`config.mk`:
```
export PLATFORM = sky130hd
export DESIGN_NAME = polyphase_resampler_up2_down3_core
export DESIGN_NICKNAME = d
export VERILOG_FILES = /design/src/design/pr23_pkg.sv /design/src/design/pr23_mac.sv /design/src/design/polyphase_resampler_up2_down3_core.sv
export SDC_FILE = /design/constraint.sdc
export NUM_CORES = 1
export LEC_CHECK = 0
export ABC_CLOCK_PERIOD_IN_PS = 7500
export BUFFER_PORTS_ARGS = -buffer_cell sky130_fd_sc_hd__buf_2
export CELL_PAD_IN_SITES_DETAIL_PLACEMENT = 0
export CELL_PAD_IN_SITES_GLOBAL_PLACEMENT = 1
export CORE_ASPECT_RATIO = 1.4
export CORE_MARGIN = 3
export CORE_UTILIZATION = 48
export DETAILED_ROUTE_END_ITERATION = 16
export PLACE_DENSITY_LB_ADDON = 0.1
export RECOVER_POWER = 50
export SLEW_MARGIN = 20
export SYNTH_ARGS = -nofsm -noshare
export SYNTH_HDL_FRONTEND = slang
export SYNTH_SLANG_ARGS = --single-unit
```
`constraint.sdc`:
```
create_clock -name aclk -period 7.5 [get_ports aclk]
set_input_delay 0.375 -clock aclk [delete_from_list [all_inputs] [get_ports aclk]]
set_output_delay 0.375 -clock aclk [all_outputs]
set_load 0.05 [all_outputs]
```
`src/design/pr23_pkg.sv`:
```
// ----------------------------------------------------------------------------
// pr23_pkg - shared types and constants for the 2/3 polyphase resampler
// Holds the filter geometry, arithmetic widths, the coefficient ROM and the
// phase/skip step functions used by the sequencer and the MAC unit.
// ----------------------------------------------------------------------------
package pr23_pkg;

    // Rate change and filter geometry
    localparam int UP_FACTOR      = 2;
    localparam int DOWN_FACTOR    = 3;
    localparam int TAPS_PER_PHASE = 16;
    localparam int COEF_WIDTH     = 18;
    localparam int COEF_FRAC      = COEF_WIDTH - 2;

    // Derived widths
    localparam int SAMPLE_W  = 16;
    localparam int TAP_W     = $clog2(TAPS_PER_PHASE);
    localparam int PHASE_W   = 1;
    localparam int WAIT_W    = 2;
    localparam int ROM_AW    = PHASE_W + TAP_W;
    localparam int PROD_W    = COEF_WIDTH + SAMPLE_W;
    localparam int ACC_W     = PROD_W + TAP_W;
    localparam int STEP_W    = 5;

    localparam logic signed [ACC_W-1:0] SAT_MAX = ACC_W'(32767);
    localparam logic signed [ACC_W-1:0] SAT_MIN = -ACC_W'(32768);

    // Control from the sequencer to the shared MAC
    typedef struct packed {
        logic start;   // clear the accumulator
        logic issue;   // multiply the presented tap this cycle
    } mac_ctrl_t;

    // Coefficient ROM, Q2.16; entry phase*TAPS_PER_PHASE + tap
    function automatic logic signed [COEF_WIDTH-1:0] coef_rom(
        input logic [ROM_AW-1:0] idx
    );
        logic signed [COEF_WIDTH-1:0] c;
        case (idx)
            5'd0:    c = -18'sd3;
            5'd1:    c = 18'sd183;
            5'd2:    c = -18'sd332;
            5'd3:    c = -18'sd780;
            5'd4:    c = 18'sd3055;
            5'd5:    c = -18'sd2792;
            5'd6:    c = -18'sd5286;
            5'd7:    c = 18'sd27227;
            5'd8:    c = 18'sd41639;
            5'd9:    c = 18'sd7855;
            5'd10:   c = -18'sd7580;
            5'd11:   c = 18'sd2071;
            5'd12:   c = 18'sd1107;
            5'd13:   c = -18'sd1051;
            5'd14:   c = 18'sd189;
            5'd15:   c = 18'sd31;
            5'd16:   c = 18'sd31;
            5'd17:   c = 18'sd189;
            5'd18:   c = -18'sd1051;
            5'd19:   c = 18'sd1107;
            5'd20:   c = 18'sd2071;
            5'd21:   c = -18'sd7580;
            5'd22:   c = 18'sd7855;
            5'd23:   c = 18'sd41639;
            5'd24:   c = 18'sd27227;
            5'd25:   c = -18'sd5286;
            5'd26:   c = -18'sd2792;
            5'd27:   c = 18'sd3055;
            5'd28:   c = -18'sd780;
            5'd29:   c = -18'sd332;
            5'd30:   c = 18'sd183;
            5'd31:   c = -18'sd3;
            default: c = '0;
        endcase
        return c;
    endfunction

    // Phase of the output after this one
    function automatic logic [PHASE_W-1:0] next_phase(input logic [PHASE_W-1:0] ph);
        logic [STEP_W-1:0] s;
        s = STEP_W'(ph) + STEP_W'(DOWN_FACTOR);
        return PHASE_W'(s % STEP_W'(UP_FACTOR));
    endfunction

    // Inputs to skip before the output after this one
    function automatic logic [WAIT_W-1:0] next_wait(input logic [PHASE_W-1:0] ph);
        logic [STEP_W-1:0] s;
        logic [STEP_W-1:0] adv;
        s   = STEP_W'(ph) + STEP_W'(DOWN_FACTOR);
        adv = s / STEP_W'(UP_FACTOR);
        return (adv != '0) ? WAIT_W'(adv - STEP_W'(1)) : '0;
    endfunction

endpackage

```
`src/design/pr23_mac.sv`:
```
// ----------------------------------------------------------------------------
// pr23_mac - shared multiply-accumulate unit
// One 18x16 signed multiply per cycle into a product register, then a wide
// accumulate on the following cycle.
// ----------------------------------------------------------------------------
module pr23_mac (
    input  logic                                    aclk,
    input  logic                                    aresetn,
    input  pr23_pkg::mac_ctrl_t                     ctrl,
    input  logic signed [pr23_pkg::COEF_WIDTH-1:0]  coef,
    input  logic signed [pr23_pkg::SAMPLE_W-1:0]    sample,
    output logic signed [pr23_pkg::ACC_W-1:0]       acc,
    output logic                                    busy
);

    logic signed [pr23_pkg::PROD_W-1:0] prod_reg, prod_next;
    logic                               prod_vld_reg, prod_vld_next;
    logic signed [pr23_pkg::ACC_W-1:0]  acc_reg, acc_next;

    // multiply stage
    always_comb begin
        prod_next     = coef * sample;
        prod_vld_next = ctrl.issue;
    end

    // accumulate stage
    always_comb begin
        if (ctrl.start) begin
            acc_next = '0;
        end else if (prod_vld_reg) begin
            acc_next = acc_reg + pr23_pkg::ACC_W'(prod_reg);
        end else begin
            acc_next = acc_reg;
        end
    end

    always_ff @(posedge aclk) begin
        if (!aresetn) begin
            prod_vld_reg <= 1'b0;
        end else begin
            prod_vld_reg <= prod_vld_next;
        end
    end

    always_ff @(posedge aclk) begin
        prod_reg <= prod_next;
        acc_reg  <= acc_next;
    end

    assign acc  = acc_reg;
    assign busy = prod_vld_reg;

endmodule

```
`src/design/polyphase_resampler_up2_down3_core.sv`:
```
// ----------------------------------------------------------------------------
// polyphase_resampler_up2_down3_core - 2/3 rational polyphase resampler
// Result path: an output-producing input runs the sixteen-tap loop on the
//   shared MAC, a drain state, then truncate/saturate in the output state.
// Input: a skipped input is taken at one per cycle; an output-producing
//   input holds s_tready low until the output register takes its result.
// Reset: synchronous active-low aresetn clears the delay line, phase, skip
//   count and handshake state; no clearing pass is needed.
// ----------------------------------------------------------------------------
module polyphase_resampler_up2_down3_core (
    input  logic        aclk,
    input  logic        aresetn,
    input  logic        s_tvalid,
    output logic        s_tready,
    input  logic [15:0] s_tdata,    // [15:0] in_sample
    output logic        m_tvalid,
    input  logic        m_tready,
    output logic [15:0] m_tdata     // [15:0] out_sample
);

    localparam logic [1:0] S_IDLE = 2'd0;
    localparam logic [1:0] S_MAC  = 2'd1;
    localparam logic [1:0] S_LAST = 2'd2;
    localparam logic [1:0] S_OUT  = 2'd3;

    localparam logic [pr23_pkg::TAP_W-1:0] TAP_LAST =
        pr23_pkg::TAP_W'(pr23_pkg::TAPS_PER_PHASE - 1);

    logic [1:0]                            state_reg, state_next;
    logic [pr23_pkg::TAP_W-1:0]            tap_reg, tap_next;
    logic [pr23_pkg::TAP_W-1:0]            wpos_reg, wpos_next;
    logic [pr23_pkg::PHASE_W-1:0]          phase_reg, phase_next;
    logic [pr23_pkg::WAIT_W-1:0]           wait_reg, wait_next;
    logic signed [pr23_pkg::SAMPLE_W-1:0]  dline_reg [pr23_pkg::TAPS_PER_PHASE];
    logic                                  out_vld_reg, out_vld_next;
    logic [15:0]                           out_data_reg, out_data_next;

    logic                                  s_xfer;
    logic                                  out_free;
    logic [pr23_pkg::TAP_W-1:0]            rd_idx;
    pr23_pkg::mac_ctrl_t                   mac_ctrl;
    logic signed [pr23_pkg::COEF_WIDTH-1:0] mac_coef;
    logic signed [pr23_pkg::SAMPLE_W-1:0]  mac_sample;
    logic signed [pr23_pkg::ACC_W-1:0]     mac_acc;
    logic                                  mac_busy;
    logic signed [pr23_pkg::ACC_W-1:0]     acc_adj;
    logic signed [pr23_pkg::ACC_W-1:0]     quot;
    logic signed [pr23_pkg::ACC_W-1:0]     sat;

    assign s_tready = (state_reg == S_IDLE);
    assign s_xfer   = s_tvalid && s_tready;
    assign out_free = !out_vld_reg || m_tready;

    // tap fetch: newest sample first
    assign rd_idx     = wpos_reg - pr23_pkg::TAP_W'(1) - tap_reg;
    assign mac_sample = dline_reg[rd_idx];
    assign mac_coef   = pr23_pkg::coef_rom({phase_reg, tap_reg});

    pr23_mac u_mac (
        .aclk    (aclk),
        .aresetn (aresetn),
        .ctrl    (mac_ctrl),
        .coef    (mac_coef),
        .sample  (mac_sample),
        .acc     (mac_acc),
        .busy    (mac_busy)
    );

    // truncate toward zero, then saturate to int16
    always_comb begin
        acc_adj = mac_acc;
        if (mac_acc[pr23_pkg::ACC_W-1]) begin
            acc_adj = mac_acc + pr23_pkg::ACC_W'((1 << pr23_pkg::COEF_FRAC) - 1);
        end
        quot = acc_adj >>> pr23_pkg::COEF_FRAC;
        if (quot > pr23_pkg::SAT_MAX) begin
            sat = pr23_pkg::SAT_MAX;
        end else if (quot < pr23_pkg::SAT_MIN) begin
            sat = pr23_pkg::SAT_MIN;
        end else begin
            sat = quot;
        end
    end

    // sequencer
    always_comb begin
        state_next    = state_reg;
        tap_next      = tap_reg;
        wpos_next     = wpos_reg;
        phase_next    = phase_reg;
        wait_next     = wait_reg;
        out_vld_next  = out_vld_reg;
        out_data_next = out_data_reg;
        mac_ctrl      = '0;

        if (out_vld_reg && m_tready) begin
            out_vld_next = 1'b0;
        end

        case (state_reg)
            S_IDLE: begin
                if (s_xfer) begin
                    wpos_next = wpos_reg + pr23_pkg::TAP_W'(1);
                    if (wait_reg != '0) begin
                        wait_next = wait_reg - pr23_pkg::WAIT_W'(1);
                    end else begin
                        mac_ctrl.start = 1'b1;
                        tap_next       = '0;
                        state_next     = S_MAC;
                    end
                end
            end
            S_MAC: begin
                mac_ctrl.issue = 1'b1;
                tap_next       = tap_reg + pr23_pkg::TAP_W'(1);
                if (tap_reg == TAP_LAST) begin
                    state_next = S_LAST;
                end
            end
            S_LAST: begin
                state_next = S_OUT;
            end
            S_OUT: begin
                if (out_free) begin
                    out_vld_next  = 1'b1;
                    out_data_next = sat[15:0];
                    wait_next     = pr23_pkg::next_wait(phase_reg);
                    phase_next    = pr23_pkg::next_phase(phase_reg);
                    state_next    = S_IDLE;
                end
            end
            default: begin
                state_next = S_IDLE;
            end
        endcase
    end

    // control registers
    always_ff @(posedge aclk) begin
        if (!aresetn) begin
            state_reg   <= S_IDLE;
            tap_reg     <= '0;
            wpos_reg    <= '0;
            phase_reg   <= '0;
            wait_reg    <= '0;
            out_vld_reg <= 1'b0;
        end else begin
            state_reg   <= state_next;
            tap_reg     <= tap_next;
            wpos_reg    <= wpos_next;
            phase_reg   <= phase_next;
            wait_reg    <= wait_next;
            out_vld_reg <= out_vld_next;
        end
    end

    // delay line, zero after reset
    always_ff @(posedge aclk) begin
        if (!aresetn) begin
            for (int i = 0; i < pr23_pkg::TAPS_PER_PHASE; i++) begin
                dline_reg[i] <= '0;
            end
        end else if (s_xfer) begin
            dline_reg[wpos_reg] <= s_tdata;
        end
    end

    always_ff @(posedge aclk) begin
        out_data_reg <= out_data_next;
    end

    assign m_tvalid = out_vld_reg;
    assign m_tdata  = out_data_reg;

    // a skipped input only counts down the skip register
    a_skip: assert property (@(posedge aclk) disable iff (!aresetn)
        (s_xfer && wait_reg != '0) |=>
            (state_reg == S_IDLE && wait_reg == $past(wait_reg) - pr23_pkg::WAIT_W'(1)))
        else $error("skip count not decremented");

    // every transfer advances the write slot by one
    a_wpos: assert property (@(posedge aclk) disable iff (!aresetn)
        s_xfer |=> (wpos_reg == $past(wpos_reg) + pr23_pkg::TAP_W'(1)))
        else $error("write slot did not advance");

    // the final tap leads to the drain cycle
    a_last: assert property (@(posedge aclk) disable iff (!aresetn)
        (state_reg == S_MAC && tap_reg == TAP_LAST) |=> (state_reg == S_LAST))
        else $error("tap loop did not end at the last tap");

    // the accumulator is settled before truncation
    a_settled: assert property (@(posedge aclk) disable iff (!aresetn)
        (state_reg == S_OUT) |-> !mac_busy)
        else $error("MAC still accumulating at output");

    // a new result only appears from the output state
    a_load: assert property (@(posedge aclk) disable iff (!aresetn)
        $rose(out_vld_reg) |-> ($past(state_reg) == S_OUT))
        else $error("result loaded outside output state");

endmodule

```
======== Yosys cells after proc, flatten, opt, wreduce, memory -nomap -nowiden ========
Memory sizes are Yosys's and may differ from the RTL's.
Cells that the tools add are included.
storage, ports and cells
  memories ................................ 2
  output and inout port bits .............. 18
  input port bits ......................... 20
  memory bits (writable) .................. 256
  bits in latches ......................... 0
  flip-flop bits (word level) ............. 103
  bits in read-only memories .............. 576
  logic and storage cells ................. 77
memories
  memory           words  width  read ports  clocked after Yosys merged registers in  wr ports  line                                      source
  (no name shown)  32     18     1           0                                        0         pr23_pkg.sv:39                            case (idx)
  dline_reg        16     16     1           0                                        16        polyphase_resampler_up2_down3_core.sv:34  logic signed [pr23_pkg::SAMPLE_W-1:0] dline_reg [pr23_pkg::TAPS_PER_PHASE];
cells by class
  bitwise gates (word level) .............. 0
  shifts and indexed selects .............. 0
  divide/modulo/power cells ............... 0
  add/sub/neg operators ................... 9
  magnitude comparators ................... 2
  mux-type cells .......................... 29
  reductions and logical operators ........ 15
  multipliers ............................. 1
  eq/ne operators ......................... 9
operators by type and width
  cell                                                           count
  adder 38 x 17 -> 38 bit (second input constant)                1
  adder 38 x 34 -> 38 bit                                        1
  2-to-1 mux 38 bit                                              1
  multiplier 18 x 16 -> 34 bit                                   1
  2-to-1 mux 16 bit                                              2
  > comparator 22 x 16 -> 1 bit (second input constant)          1
  less-than comparator 22 x 16 -> 1 bit (second input constant)  1
  2-to-1 mux 2 bit                                               8
  OR reduction 16 bit                                            1
  2-to-1 mux 1 bit                                               12
  2-to-1 mux 4 bit                                               3
  adder 4 x 1 -> 4 bit (second input constant)                   2
  one-hot mux 2 bit (4 select lines)                             1
  one-hot mux 4 bit (2 select lines)                             1
  AND reduction 4 bit                                            2
  inequality test 2 bit (second input constant)                  3
  nonzero test 2 bit                                             3
  nonzero test 5 bit                                             1
  equality test 2 bit (second input constant)                    2
  equality test 4 bit (second input constant)                    1
  inequality test 2 x 1 -> 1 bit (second input constant)         2
  one-hot mux 2 bit (2 select lines)                             1
  AND reduction 2 bit                                            2
  subtractor 2 x 1 -> 2 bit (second input constant)              2
  9 further kinds                                                10

======== Longest topological paths before layout ========
  depth after elaboration ................. 7
  depth in mapped cells ................... 35
  gate-level depth less buffers ........... 32

======== Modules after synthesis ========
Synthesis repeated with hierarchy kept, for this count alone.
second synthesis, totals
  cells, all modules ...................... 2779
  area total of the unflattened synthesis .. 29497.0 um^2
modules (own cells, without submodules)
  module                              cells an instance  times used  area an instance (um^2)  seq. area each (um^2)
  pr23_mac                            1674               1           14874.3                  1461.4
  polyphase_resampler_up2_down3_core  1105               1           14622.8                  8448.1

======== Worst setup path after synthesis ========
No wires, ideal clock.
  kind .................................... reg-to-reg
  from .................................... register tap_reg[0] (netlist bit)
  to ...................................... register u_mac.prod_reg[31] (netlist bit)
  required time ........................... 7.428 ns
  buffers on the path ..................... 4
  library setup time ...................... 0.072 ns
  period minus slack after synthesis ...... 8.282 ns
  slack ................................... -0.782 ns
  arrival time ............................ 8.210 ns
  cell stages (with the launch flop) ...... 34
  cells stage by stage .................... dfxtp_1 > clkbuf_1 > inv_1 > ha_1 > inv_1 > fa_1 > buf_4 > buf_2 > mux4_2 > mux2i_1 > nor2_1 > a21oi_1 > buf_2 > nor2_1 > fa_1 > inv_1 > fa_1 > fa_1 > inv_1 > fa_1 > fa_1 > inv_1 > fa_1 > inv_1 > ha_1 > and2_4 > nor2b_4 > a211oi_4 > a31oi_1 > o41ai_2 > o211ai_1 > a31o_1 > a21oi_2 > xnor2_1
on the way
  cells in the longest elaborated chain, start to end .. 3
  elaborated cells on any way between the ends .. 4
  those cells by class .................... add/sub (1); mul (1); memory (2)
RTL lines
  what                                 line                                       source
  from (decl)                          polyphase_resampler_up2_down3_core.sv:30   logic [pr23_pkg::TAP_W-1:0] tap_reg, tap_next;
  from (signal assigned)               polyphase_resampler_up2_down3_core.sv:149  tap_reg <= tap_next;
  subtractor 4 bit                     polyphase_resampler_up2_down3_core.sv:55   assign rd_idx = wpos_reg - pr23_pkg::TAP_W'(1) - tap_reg;
  memory (16 x 16 bit)                 n/a
  multiplier 18 x 16 -> 34 bit (*)     pr23_mac.sv:22                             prod_next = coef * sample;
  named net u_mac.prod_next (one bit)  pr23_mac.sv:16                             logic signed [pr23_pkg::PROD_W-1:0] prod_reg, prod_next;
  to (signal assigned)                 pr23_mac.sv:46                             prod_reg <= prod_next;
  to (decl)                            pr23_mac.sv:16
Mark *: on every way through the listed nets, which the timed path passes. The rest lies on a longest branch.
A chain may end at the register's enable or synchronous reset.

======== Final worst setup path ========
Same ends and word-level chain as after synthesis.

==> out/metrics.cfg <==
[critical_path]
crit_path_top_delay_cell=fa_4
slowest_delay_ns=0.90
worst_path_most_repeated_cell=fa_1
worstPathRequired_ns=7.99
timing.rr.end=u_mac.prod_reg[31]
r2r-start=tap_reg[0]
path_max_fanout=11
r2r_cells=32
crit_type=reg2reg
cp-end-kind=flip-flop
cp-start-kind=flip-flop
ff2ff_setup_slack_ns=-0.59
cp.arrival_ns=8.58

[synthesis]
synthMostInstantiatedCell=inv_1
synthTopCellsByArea=edfxtp_1 (28%), fa_1 (20%), ha_1 (6.2%)
synth_edf_count=272
yosysTopAreaCellShare=0.2842
yosys-top-cells-count=inv_1 (351), fa_1 (284), edfxtp_1 (272)
async_flop_share=0
syn_nets=3128
yosys_warnings=0
ys.flop_type=edfxtp_1
synth_cell_types=89
synthCells=2681
syn_area_um2=28740
post_synth.cell_area_avg_um2=10.72
yosysSeqAreaShare=0.3448
yosysTopAreaCell=edfxtp_1
synth_seq_cells=359

[sta]
finalCritPeriodShare=1.079
fin_ws_ns=-0.5913
hold_violations=0
tightest_slew_ns=1.701
drv_slew=32
finalClockSkew_ns=0.01130
max_freq_ghz=0.1236
setup_viol=18
rsz0062_at_grt=yes
relSlewSlack=-0.1342
period_needed_ns=8.091
tns_ns=-5.467

[placed_design]
portBuffers=37
place_ws_ns=-0.8257
hpwlAfterDp_um=57540
place_congestion=0.8802
place_inst=3615

[floorplanning]
dieHeight_um=295.5
design.core.area_um2=58990
rows=105
initial_core_util=0.4872
die_area_um2=62880
die_w_um=212.8
ios=38

[grt]
antenna_found_initial=0
first_global_vias=21540
grt_max_degree=44
track_usage=0.2376
grt_overflow_total=0
grt_pass1_wl_um=115700

[layout]
largest_reg_flops=256
ff_latch_area_um2=9915
antenna_cells=0
syn_to_final_growth_pct=16.82
multi_input_area_um2=17560
nFillCells=5066
final-instance-count-excl-fill=3714
final_nets=3382
drive_above_1_share=0.1889

[clock_tree]
cts_hold_buf=0
clk_latency_ns=0.57
htree_levels=2
root_buffer=clkbuf_16
cts_tree=yes
cts_buffers=39
clk_path_buf_depth=3
cts.sinks=359
clkTransAtPathRegs_ns=0.06

[routing]
finalWirelength_um=72320
num_vias=19850
drtIter0Drc=1015
ant_nets=0
drc=0
avgRoutedWirePerCell_um=19.47
viasPerCell=5.344
dr.pass1.iters=5

[worst_hold_path]
min_to=m_tvalid
min_path_cells=4
worstHoldPathType=in2reg
holdCritStartpoint=m_tready

[outcome]
violations=max-capacitance violations, max-slew violations, negative setup slack
run_status=finished, violations left

[job]
drv_cap=1

cell families after synthesis:
logic type               count (synthesis)  synth area share
adder cells (fa/ha/maj)                427            0.2601
buffers and inverters                  469           0.06561
multiplexers                           123           0.07119
AND/OR/NAND/NOR                        845            0.1456
XOR/XNOR                                87           0.02652
AO/OA/AOI/OAI                          371           0.08621
flip-flops                             359            0.3448
per-stage QoR:
stage / util / area (um^2) / hold slack (ns)
after floorplan: - / 29070 / 0.4570
after global placement: 0.5393 / 31810 / 0.4672
after detailed placement: 0.5395 / 31820 / 0.4881
after CTS: 0.5638 / 33250 / 0.1167
after global routing: 0.5691 / 33570 / 0.1758
final: 0.5691 / 33570 / 0.1465
worst max-delay path by stage:
stage	startpoint	endpoint	slack, ns	cells after the start
global placement	tap_reg[0]	u_mac.prod_reg[31]	-0.76	27
detailed placement	tap_reg[0]	u_mac.prod_reg[31]	-0.83	27
CTS	tap_reg[0]	u_mac.prod_reg[31]	-0.59	28
floorplan	tap_reg[0]	u_mac.prod_reg[33]	-0.06	32
finish	tap_reg[0]	u_mac.prod_reg[31]	-0.59	32
global route	tap_reg[0]	u_mac.prod_reg[31]	-0.86	32
critical path, delay by kind of cell, from the launching register on:
kind | cells | cell delay (ns)
flip-flops | 1 | 0.36
AND/OR/NAND/NOR | 3 | 0.19
multiplexers | 2 | 0.72
AO/OA/AOI/OAI | 8 | 1.60
adder cells (fa/ha/maj) | 9 | 4.26
buffers and inverters | 9 | 0.76
XOR/XNOR | 1 | 0.12
cells in the final DEF, fill, tap and decap left out, types with 11 or more instances in the layout:
| cell type | instances |
|---|---|
| a211oi_1 | 11 |
| a21o_1 | 39 |
| a21oi_1 | 72 |
| a21oi_2 | 17 |
| a21oi_4 | 12 |
| and2_0 | 95 |
| and2_1 | 174 |
| buf_12 | 24 |
| buf_2 | 19 |
| buf_4 | 237 |
| clkbuf_1 | 47 |
| clkbuf_16 | 41 |
| dfxtp_1 | 85 |
| edfxtp_1 | 272 |
| fa_1 | 280 |
| ha_1 | 132 |
| ha_4 | 11 |
| inv_1 | 344 |
| mux2i_1 | 42 |
| mux4_2 | 64 |
| nand2_1 | 205 |
| nand2b_1 | 18 |
| nand3_1 | 20 |
| nor2_1 | 225 |
| nor2b_1 | 23 |
| nor3_1 | 14 |
| o211ai_1 | 12 |
| o21a_1 | 22 |
| o21ai_0 | 65 |
| o21ai_1 | 24 |
| xnor2_1 | 57 |
| xor2_1 | 28 |
per-layer routing:
layer	wire length [um]	vias to the layer above	GRT usage	share of wire
met3	2124	163	0.02463	0.029
met1	26680	9914	0.2592	0.37
li1	-	9407	-	-
met2	40070	364	0.4603	0.55
met4	3442	0	0.1047	0.048
met5	0	-	0	0
cell type report:
class	instances	area share
clock buffer	48	0.03071
clock inverter	23	0.005739
inverter	355	0.03992
multi-input combinational	1854	0.5230
sequential	359	0.2953
tap	749	0.02791
timing repair buffer	326	0.07737
timing repair:
| action | in CTS | in global routing |
|---|---|---|
| gates resized for setup | 34 | 51 |
| pin swaps | 4 | 12 |
| gates cloned | 0 | 2 |
| endpoints found under the setup margin | 18 | 20 |
| setup buffers | 5 | 21 |
Power is not shown: default switching activity piles up to over one toggle a cycle in this logic, so the estimate is an artifact.
